--- src/design/cov2_pkg.sv ---
`default_nettype none

package cov2_pkg;

	// Fixed field widths of the sample and result transactions
	localparam int SAMPLE_BITS  = 16;
	localparam int VAR_W        = 31;
	localparam int COV_W        = 32;
	localparam int PAIR_COUNT_W = 11;

	typedef struct packed {
		logic signed [SAMPLE_BITS-1:0] x_sample;
		logic signed [SAMPLE_BITS-1:0] y_sample;
		logic                          last_sample;
	} item_t;

	typedef struct packed {
		logic        [VAR_W-1:0]        variance_x;
		logic        [VAR_W-1:0]        variance_y;
		logic signed [COV_W-1:0]        covariance_xy;
		logic        [PAIR_COUNT_W-1:0] pair_count;
		logic                           overflowed;
	} result_t;

	// Which statistic the shared finish path is working on
	typedef enum logic [1:0] {
		STAT_VX,
		STAT_VY,
		STAT_CXY
	} stat_sel_t;

	// Controller to datapath commands
	typedef struct packed {
		logic      accept;
		logic      mul;
		logic      sub;
		logic      absv;
		logic      div_start;
		logic      store;
		logic      clear;
		stat_sel_t sel;
	} cmd_t;

	// Datapath to controller status
	typedef struct packed {
		logic div_done;
	} status_t;

endpackage

`default_nettype wire

--- src/design/cov2_ctrl.sv ---
`default_nettype none

module cov2_ctrl (
	input  wire logic              clk,
	input  wire logic              arst_n,
	input  wire logic              start,
	input  wire logic              last,
	input  wire cov2_pkg::status_t status,
	output cov2_pkg::cmd_t         cmd,
	output logic                   busy,
	output logic                   done
);

	typedef enum logic [2:0] {
		S_IDLE,
		S_DRAIN,
		S_MUL,
		S_SUB,
		S_ABS,
		S_DIV,
		S_WAIT
	} state_t;

	state_t              state_q;
	cov2_pkg::stat_sel_t sel_q;
	logic                busy_q;
	logic                done_q;
	logic                store;

	assign store = (state_q == S_WAIT) && status.div_done;

	// Decode commands from the state
	always_comb begin
		cmd.accept    = start && !busy_q;
		cmd.mul       = state_q == S_MUL;
		cmd.sub       = state_q == S_SUB;
		cmd.absv      = state_q == S_ABS;
		cmd.div_start = state_q == S_DIV;
		cmd.store     = store;
		cmd.clear     = store && (sel_q == cov2_pkg::STAT_CXY);
		cmd.sel       = sel_q;
	end

	// State, statistic select and registered handshake outputs
	always_ff @(posedge clk or negedge arst_n) begin
		if (!arst_n) begin
			state_q <= S_IDLE;
			sel_q   <= cov2_pkg::STAT_VX;
			busy_q  <= 1'b0;
			done_q  <= 1'b0;
		end else begin
			done_q <= 1'b0;
			case (state_q)
				S_IDLE: begin
					if (start && !busy_q && last) begin
						state_q <= S_DRAIN;
						sel_q   <= cov2_pkg::STAT_VX;
						busy_q  <= 1'b1;
					end
				end
				S_DRAIN: state_q <= S_MUL;
				S_MUL:   state_q <= S_SUB;
				S_SUB:   state_q <= S_ABS;
				S_ABS:   state_q <= S_DIV;
				S_DIV:   state_q <= S_WAIT;
				S_WAIT: begin
					if (status.div_done) begin
						case (sel_q)
							cov2_pkg::STAT_VX: begin
								sel_q   <= cov2_pkg::STAT_VY;
								state_q <= S_MUL;
							end
							cov2_pkg::STAT_VY: begin
								sel_q   <= cov2_pkg::STAT_CXY;
								state_q <= S_MUL;
							end
							default: begin
								state_q <= S_IDLE;
								busy_q  <= 1'b0;
								done_q  <= 1'b1;
							end
						endcase
					end
				end
				default: begin
					state_q <= S_IDLE;
					busy_q  <= 1'b0;
				end
			endcase
		end
	end

	assign busy = busy_q;
	assign done = done_q;

endmodule

`default_nettype wire

--- config.mk ---
export PLATFORM = sky130hd
export DESIGN_NAME = cov2_ctrl
export DESIGN_NICKNAME = d
export VERILOG_FILES = /design/src/design/cov2_pkg.sv /design/src/design/cov2_ctrl.sv
export SDC_FILE = /design/constraint.sdc
export NUM_CORES = 1
export LEC_CHECK = 0
export ABC_CLOCK_PERIOD_IN_PS = 1900
export BUFFER_PORTS_ARGS = -buffer_cell sky130_fd_sc_hd__buf_2
export CORE_AREA = 2 2 39 41
export CTS_BUF_LIST = sky130_fd_sc_hd__clkbuf_4 sky130_fd_sc_hd__clkbuf_8
export DETAILED_ROUTE_END_ITERATION = 10
export DIE_AREA = 0 0 41 43
export GPL_TIMING_DRIVEN = 0
export SYNTH_ARGS = -nofsm -noshare
export SYNTH_HDL_FRONTEND = slang
export SYNTH_SLANG_ARGS = --single-unit
--- constraint.sdc ---
create_clock -name clk -period 1.9 [get_ports clk]
set_clock_uncertainty 0.2 [all_clocks]
set_input_delay 0.19 -clock clk [delete_from_list [all_inputs] [get_ports clk]]
set_output_delay 0.19 -clock clk [all_outputs]
set_load 0.02 [all_outputs]
# Word level (Yosys, flattened, before mapping)

Index checks and enable logic that the tools add are counted.

Bits in registers: 7
Latch bits: 0
RAM bits: 0
ROM bits: 0
Input bits: 5
Logic and storage cells: 45
Memories: 0

$add $sub $neg: 0
Multiply operators: 0
Div/mod/pow operators: 0
$lt $le $gt $ge: 0
Equality and inequality tests: 12
Shift operators: 0
Mux-type cells: 15
Bitwise operators: 1
Reduce and logical (&&, ||, !) cells: 13

Operators with widths:

| operator                                                         | count |
|---|---|
| 3-bit one-hot mux with 7 select lines                            | 1 |
| 3-bit == test (second input constant)                            | 3 |
| 2-bit one-hot mux with 2 select lines                            | 2 |
| 4-bit AND reduction                                              | 2 |
| 3-bit by 2-bit == test with 1-bit output (second input constant) | 2 |
| 1-bit two-way mux                                                | 6 |
| 2-bit two-way mux                                                | 3 |
| 3-bit two-way mux                                                | 2 |
| 2-bit != test (second input constant)                            | 3 |
| 5-bit OR reduction                                               | 1 |
| 1-bit logical AND                                                | 4 |
| 3-bit by 1-bit == test with 1-bit output (second input constant) | 1 |
| 3-bit zero test                                                  | 1 |
| 3-bit by 1-bit != test with 1-bit output (second input constant) | 1 |
| 1-bit one-hot mux with 3 select lines                            | 1 |
| 2-bit by 1-bit == test with 1-bit output (second input constant) | 1 |
| 2-bit == test (second input constant)                            | 1 |
| 2-bit zero test                                                  | 1 |
| 2-bit AND reduction                                              | 1 |
| 2-bit nonzero test                                               | 1 |
| 2-bit OR reduction                                               | 1 |
| 1-bit zero test                                                  | 1 |
| 1-bit NOT                                                        | 1 |

# Depth between registers and ports, before layout

Gate-level depths: netlist of the first run.

Depth after elaboration: 5
Gate-level depth with buffers: 5
Depth with buffers taken out: 4

# Worst setup path after synthesis of the first run

No wires, ideal clock.

Path kind: register -> register
From: register busy_q (netlist: busy)
To: register sel_q[0]
Library setup time: 120 ps
Data arrival time: 1,252 ps
Setup slack: 328 ps
Cell stages (with the launch flop): 4
Period minus slack after synthesis: 1,572 ps
Cells stage by stage: dfrtp_1 -> nor2b_1 -> nand4b_1 -> a31o_1

RTL lines:

| what                     | line            | RTL |
|---|---|---|
| start: declaration       | cov2_ctrl.sv:26 | `logic busy_q;` |
| start signal: assignment | cov2_ctrl.sv:49 | `busy_q <= 1'b0;` |
| start signal: assignment | cov2_ctrl.sv:58 | `busy_q <= 1'b1;` |
| start signal: assignment | cov2_ctrl.sv:79 | `busy_q <= 1'b0;` |
| end signal: assignment   | cov2_ctrl.sv:48 | `sel_q <= cov2_pkg::STAT_VX;` |
| end signal: assignment   | cov2_ctrl.sv:57 | `sel_q <= cov2_pkg::STAT_VX;` |
| end signal: assignment   | cov2_ctrl.sv:70 | `sel_q <= cov2_pkg::STAT_VY;` |
| end: declaration         | cov2_ctrl.sv:25 | `cov2_pkg::stat_sel_t sel_q;` |

==> results.sh, run 1 <==
export IMPL_crit_cells=5
export IMPL_core_area_sq_um=1380
export IMPL_fmax_mhz=559
export IMPL_start_kind="flop"
export IMPL_hold_class="input port to flop"
export IMPL_fin_area_sq_um=524
export IMPL_tightestPinTransition_ps=283
export IMPL_viasPerCell=4.93
export IMPL_dieArea_sq_um=1760
export IMPL_ff2ff_path_depth=3
export IMPL_critPathCaptureType="primary output"
export IMPL_min_path_cells=3
export IMPL_place_hpwl_um=615
export IMPL_path_clk_slew_ps=50
export IMPL_layout_min_cycle_time_ps=1790
export IMPL_synth_compound_area_share_pct=20.1
export IMPL_rsz0062_at_grt="false"
export IMPL_post_cts_buffers=0
export IMPL_crit_required_ps=1510
export IMPL_grt_max_degree=11
export IMPL_synthCells=39
export IMPL_h_tree_depth=1
export IMPL_slew_headroom_pct=81.1
export IMPL_routedWlPerCell_um=10.8
export IMPL_fp_dieH_um=43
export IMPL_setup_tns_ps=0
export IMPL_crit_chain="nand4b_4 -> inv_2 -> and2_4 -> nor2b_4 -> buf_2"
export IMPL_place_congestion=0.679
export IMPL_rows=14
export IMPL_synth_seq_cells=7
export IMPL_synth_edf_count=0
export IMPL_cts_root_buffer="clkbuf_4"
export IMPL_setup_viol=0
export IMPL_vias=365
export IMPL_cp_slowest_cell="dfrtp_2"
export IMPL_ys_flop_type="dfrtp_1"
export IMPL_finalPower_uw=839
export IMPL_crit_type="flop to primary output"
export IMPL_detail_route_antenna_nets=0
export IMPL_area_delta_synth_final_pct=33.4
export IMPL_n_antenna_cell=0
export IMPL_clock_latency_ps=250
export IMPL_muxShareOfSynthArea_pct=0
export IMPL_grt_overflow_total=0
export IMPL_synth_xor_xnor_area_share_pct=0
export IMPL_track_usage_pct=11.0
export IMPL_drt_iter0_drc=8
export IMPL_wirelength_um=801
export IMPL_cts_tree="yes"
export IMPL_slowest_delay_ps=450
export IMPL_io_buffers=15
export IMPL_outcome="finished clean"
export IMPL_dr_pass1_iters=4
export IMPL_power_density_nw_per_um2=1600
export IMPL_synth_top_family_by_area="simple AND/OR/NAND/NOR gates"
export IMPL_first_global_vias=316
export IMPL_ir_drop_mv=0.391
export IMPL_p_leak_nw=0.291
export IMPL_synth_net_count=44
export IMPL_worst_ep_arrival_time_ps=1400
export IMPL_cts_made_buffers=3
export IMPL_crit_path_max_fanout=9
export IMPL_syn_cell_area_sq_um=393
export IMPL_cts_sinks=7
export IMPL_critPathBufInv=2
export IMPL_drc=0
export IMPL_io_pins=16
export IMPL_cts_buffer_depth=2
export IMPL_start_util_pct=28.4
export IMPL_hold_viol=0
export IMPL_synth_fa_ha_area_share_pct=0
export IMPL_nNetsFinal=64
export IMPL_drive_gt1_share_pct=44.8
export IMPL_seq_area_frac_synth_pct=44.6
export IMPL_syn_area_per_cell_sq_um=10.1
export IMPL_period_share_pct=94.2
export IMPL_die_w_um=41
export IMPL_antenna_found_initial=0
export IMPL_cap_violations=0
export IMPL_synthArstFlopShare_pct=100
export IMPL_crit_family="flip-flops"
export IMPL_yosys_area_share_simple_pct=29.0
export IMPL_ys_types=24
export IMPL_yosys_warnings=0
export IMPL_grt_pass1_wl_mm=1.25
export IMPL_place_area_sq_um=488
export IMPL_finalMaxSlewViolations=0
-- cells by family (layout without fill, tap and decap cells) --
| logic type | Yosys count | in the layout |
|---|---|---|
| and+or+nand+nor | 15 | 15 |
| DFF | 7 | 7 |
| buffers and inverters | 5 | 24 |
| AOI/OAI and AO/OA | 12 | 12 |
-- sequential cells by signal, indices dropped and copies added (netlist names) --
name and count:
busy 1, sel_q 2, done 1, state_q 3
-- cell type report --
class | instances | area, sq um
clock buffer | 4 | 30.0
timing repair buffer | 16 | 85.1
buffer | 2 | 12.5
sequential | 7 | 176
tap | 16 | 20.0
inverter | 2 | 7.51
multi-input combinational | 27 | 193
fill | 138 | 860
-- synthesized netlist by cell type, drive strengths merged, types with 2 or more instances --
cell	number	area [sq um]
nor2b	2	20.0
o21ai	3	15.0
a21o	3	22.5
nor2	3	11.3
dfrtp	7	175
nand2b	2	12.5
a31oi	2	12.5
a211oi	2	15.0
nand4b	2	32.5
and2	2	15.0
inv	2	7.50
buf	2	12.5
-- where the power goes --
| group | internal, mW | switching [mW] |
|---|---|---|
| Sequential | 0.213 | 0.101 |
| Combinational | 0.165 | 0.210 |
| Clock | 0.0945 | 0.0561 |
| Total | 0.472 | 0.367 |
-- worst paths after layout --
| kind | to | slack [ps] | from |
|---|---|---|---|
| setup / recovery | cmd[2] | 110 | state_q[0]$_DFFE_PN0P_ |
| hold / removal | busy$_DFFE_PN0P_ | 50 | start |
| setup reg to reg | sel_q[0]$_DFFE_PN0P_ | 520 | state_q[1]$_DFFE_PN0P_ |
| hold reg to reg | state_q[0]$_DFFE_PN0P_ | 340 | state_q[0]$_DFFE_PN0P_ |
| max in group asynchronous | state_q[0]$_DFFE_PN0P_ | 1230 | arst_n |
| min in group asynchronous | done$_DFF_PN0_ | 100 | arst_n |
-- layer usage --
metal  part of all wire, %  up-vias  global-route usage (%)
li1                      -      177                       -
met1                    42      162                    13.0
met2                    48       22                    15.0
met3                   6.0        4                    1.57
met4                   3.7        0                    12.0
met5                     0        -                       0
-- tightest hold or removal path, cell delays in order --
cell and delay [ps]:
buf_2 80, a31oi_1 60, o21ai_0 130
-- placed cells by master (no fill, tap or decap), types with 2 or more instances in the layout --
cell,synthesis,layout
buf_2,1,16
clkbuf_4,0,4
o21ai_0,3,3
a31oi_1,2,2
nand2b_1,2,2
a21o_1,3,3
dfrtp_1,7,6
a211oi_1,2,2
nor2_1,3,3
-- per-stage QoR --
stage               utilization [%]  hold WS, ps  std cells  setup WS, ps
floorplan                         -         -306         39           328
global placement               35.3         -167         70           309
detailed placement             35.3         -169         70           291
CTS                            38.2         49.6         75          14.2
global route                   37.9         85.2         74          13.3
finish                         37.9         50.6         74           111
-- timing repair --
action / in CTS / in global routing
resized for setup: 0 / 1
hold buffers: 1 / 0
endpoints found under the setup margin: 0 / 1
endpoints found under the hold margin: 7 / 0
Power figures use the tool's default switching activity.
==> run 2: changes to the inputs <==
--- a/config.mk
+++ b/config.mk
@@ -12,6 +12,7 @@
 export DETAILED_ROUTE_END_ITERATION = 10
 export DIE_AREA = 0 0 41 43
 export GPL_TIMING_DRIVEN = 0
+export SKIP_CTS_REPAIR_TIMING = 1
 export SYNTH_ARGS = -nofsm -noshare
 export SYNTH_HDL_FRONTEND = slang
 export SYNTH_SLANG_ARGS = --single-unit
==> constraint.sdc (replaced) <==
create_clock -name clk -period 1.9 [get_ports clk]
set_clock_uncertainty 0.2 [all_clocks]
set_input_delay 0.285 -clock clk [delete_from_list [all_inputs] [get_ports clk]]
set_output_delay 0.285 -clock clk [all_outputs]
set_load 0.02 [all_outputs]
==> run 2 against run 1 <==
  * First-iteration DRC count did not move
  * Flip-flop and latch count did not move
  * Sequential share of layout area fell by 0.93 points
  * Non-clock buffer count rose by 2
  * Worst setup slack got worse by 44 ps
  * Global-route usage fell by 0.20 points
  * Power rose by 2.8%
  * Die area did not move
  * Highest routed layer unchanged
  * Critical path type unchanged
  * Count of clock-buffer cells in the layout did not move
==> results.sh, run 2 (synthesis gave the netlist of run 1 again) <==
export IMPL_clock_latency_ps=250
export IMPL_cts_root_buffer="clkbuf_4"
export IMPL_fp_dieH_um=43
export IMPL_hp_start="start"
export IMPL_min_path_cells=3
export IMPL_fmax_mhz=546
export IMPL_first_global_vias=304
export IMPL_finalPower_uw=863
export IMPL_dr_pass1_iters=4
export IMPL_power_frac_comb_pct=46.7
export IMPL_rows=14
export IMPL_place_hpwl_um=615
export IMPL_place_area_sq_um=488
export IMPL_wirelength_um=827
export IMPL_track_usage_pct=10.8
export IMPL_io_pins=16
export IMPL_dieArea_sq_um=1760
export IMPL_fin_ws_ps=66.9
export IMPL_grt_overflow_total=0
export IMPL_finalMaxSlewViolations=0
export IMPL_place_ws_ps=196
export IMPL_power_density_nw_per_um2=1590
export IMPL_crit_path_max_fanout=5
export IMPL_die_w_um=41
export IMPL_area_delta_synth_final_pct=38.2
export IMPL_seq_power_share_pct=35.9
export IMPL_vias=369
export IMPL_dp_cells=70
export IMPL_slew_headroom_pct=84.8
export IMPL_crit_type="flop to primary output"
export IMPL_start_kind="flop"
export IMPL_grt_max_degree=11
export IMPL_setup_viol=0
export IMPL_grt_pass1_wl_mm=1.22
export IMPL_path_clk_slew_ps=50
export IMPL_largest_register_ffs=3
export IMPL_rsz0062_at_grt="false"
export IMPL_crit_required_ps=1410
export IMPL_power_internal_uw=491
export IMPL_period_share_pct=96.5
export IMPL_ir_drop_mv=0.411
export IMPL_fin_area_sq_um=543
export IMPL_cap_violations=0
export IMPL_place_congestion=0.679
export IMPL_core_area_sq_um=1380
export IMPL_io_buffers=15
export IMPL_tightestPinTransition_ps=228
export IMPL_layout_commonest_cell="buf_2"
export IMPL_nNetsFinal=66
export IMPL_critPathCaptureType="primary output"
export IMPL_swShare_pct=43.1
export IMPL_p_clk_share_pct=17.5
export IMPL_crit_path_start="state_q[0]$_DFFE_PN0P_"
export IMPL_cts_sinks=7
export IMPL_reg_top3="state_q: 3 flops, sel_q: 2 flops"
export IMPL_worst_ep_arrival_time_ps=1350
export IMPL_h_tree_depth=1
export IMPL_n_antenna_cell=0
export IMPL_layout_min_cycle_time_ps=1830
export IMPL_p_leak_nw=0.299
export IMPL_hold_viol=0
export IMPL_cts_buffer_depth=2
export IMPL_routedWlPerCell_um=10.9
export IMPL_reg2reg_from="state_q[2]$_DFFE_PN0P_"
export IMPL_outcome="finished clean"
export IMPL_p_switching_uw=372
export IMPL_hold_class="input port to flop"
export IMPL_start_util_pct=28.4
export IMPL_top_register="state_q"
export IMPL_fin_cells=76
export IMPL_drc=0
export IMPL_nFillCells=136
export IMPL_cts_tree="yes"
export IMPL_antenna_found_initial=0
export IMPL_drive_gt1_share_pct=48.3
export IMPL_detail_route_antenna_nets=0
export IMPL_viasPerCell=4.86
export IMPL_final_cell_mix="buf_2 (15), dfrtp_1 (5), buf_4 (4), clkbuf_4 (4)"
export IMPL_drt_iter0_drc=8
export IMPL_cts_made_buffers=3
export IMPL_ff2ff_path_depth=3
run 2: cell types whose count changed in the layout (fill, tap and decap cells not counted), sizes merged:
cell and change:
buf +2
run 2: cell type report:
class | count | area [sq um] | area share (%)
well taps | 16 | 20.0 | 3.69
inverters | 2 | 7.51 | 1.38
flip-flops and latches | 7 | 178 | 32.7
repair buffers | 18 | 103 | 18.9
clock buffers | 4 | 30.0 | 5.53
plain buffers | 2 | 12.5 | 2.30
multi-input cells | 27 | 193 | 35.5
run 2: metrics by stage:
step	setup TNS, ps	util, %	hold WS [ps]
after detailed placement	0	35.3	-73.7
after floorplan	0	-	-211
after CTS	-80.8	37.4	-346
final	0	39.2	146
after global routing	0	39.2	180
after global placement	0	35.3	-71.8
run 2: metal layers:
layer | global-route usage [%] | part of all wire, % | vias to the layer above
met2 | 14.4 | 47 | 16
met1 | 13.0 | 44 | 168
met4 | 12.0 | 3.6 | 0
met3 | 1.57 | 4.5 | 4
li1 | - | - | 181
met5 | 0 | 0 | -
run 2: worst paths after layout:
| check | end | slack (ps) |
|---|---|---|
| setup / recovery | cmd[2] | 70 |
| max in group asynchronous | state_q[1]$_DFFE_PN0P_ | 1130 |
| hold reg to reg | state_q[0]$_DFFE_PN0P_ | 290 |
| hold / removal | busy$_DFFE_PN0P_ | 150 |
| min in group asynchronous | done$_DFF_PN0_ | 190 |
| setup reg to reg | sel_q[0]$_DFFE_PN0P_ | 550 |
run 2: power by group through the flow:
| stage | Sequential, mW | Clock, mW | Combinational [mW] |
|---|---|---|---|
| 2_1_floorplan | 0.321 | 0 | 0.261 |
| 3_3_place_gp | 0.295 | 0 | 0.402 |
| 3_5_place_dp | 0.299 | 0 | 0.404 |
| 4_1_cts | 0.296 | 0.155 | 0.406 |
| 5_1_grt | 0.322 | 0.163 | 0.445 |
| 6_report | 0.309 | 0.151 | 0.402 |
run 2: critical path, stage by stage (launching register included):
cell      delay (ps)
dfrtp_2          430
nand4b_4         190
inv_2             80
and2_4           140
nor2b_4          120
buf_4            130
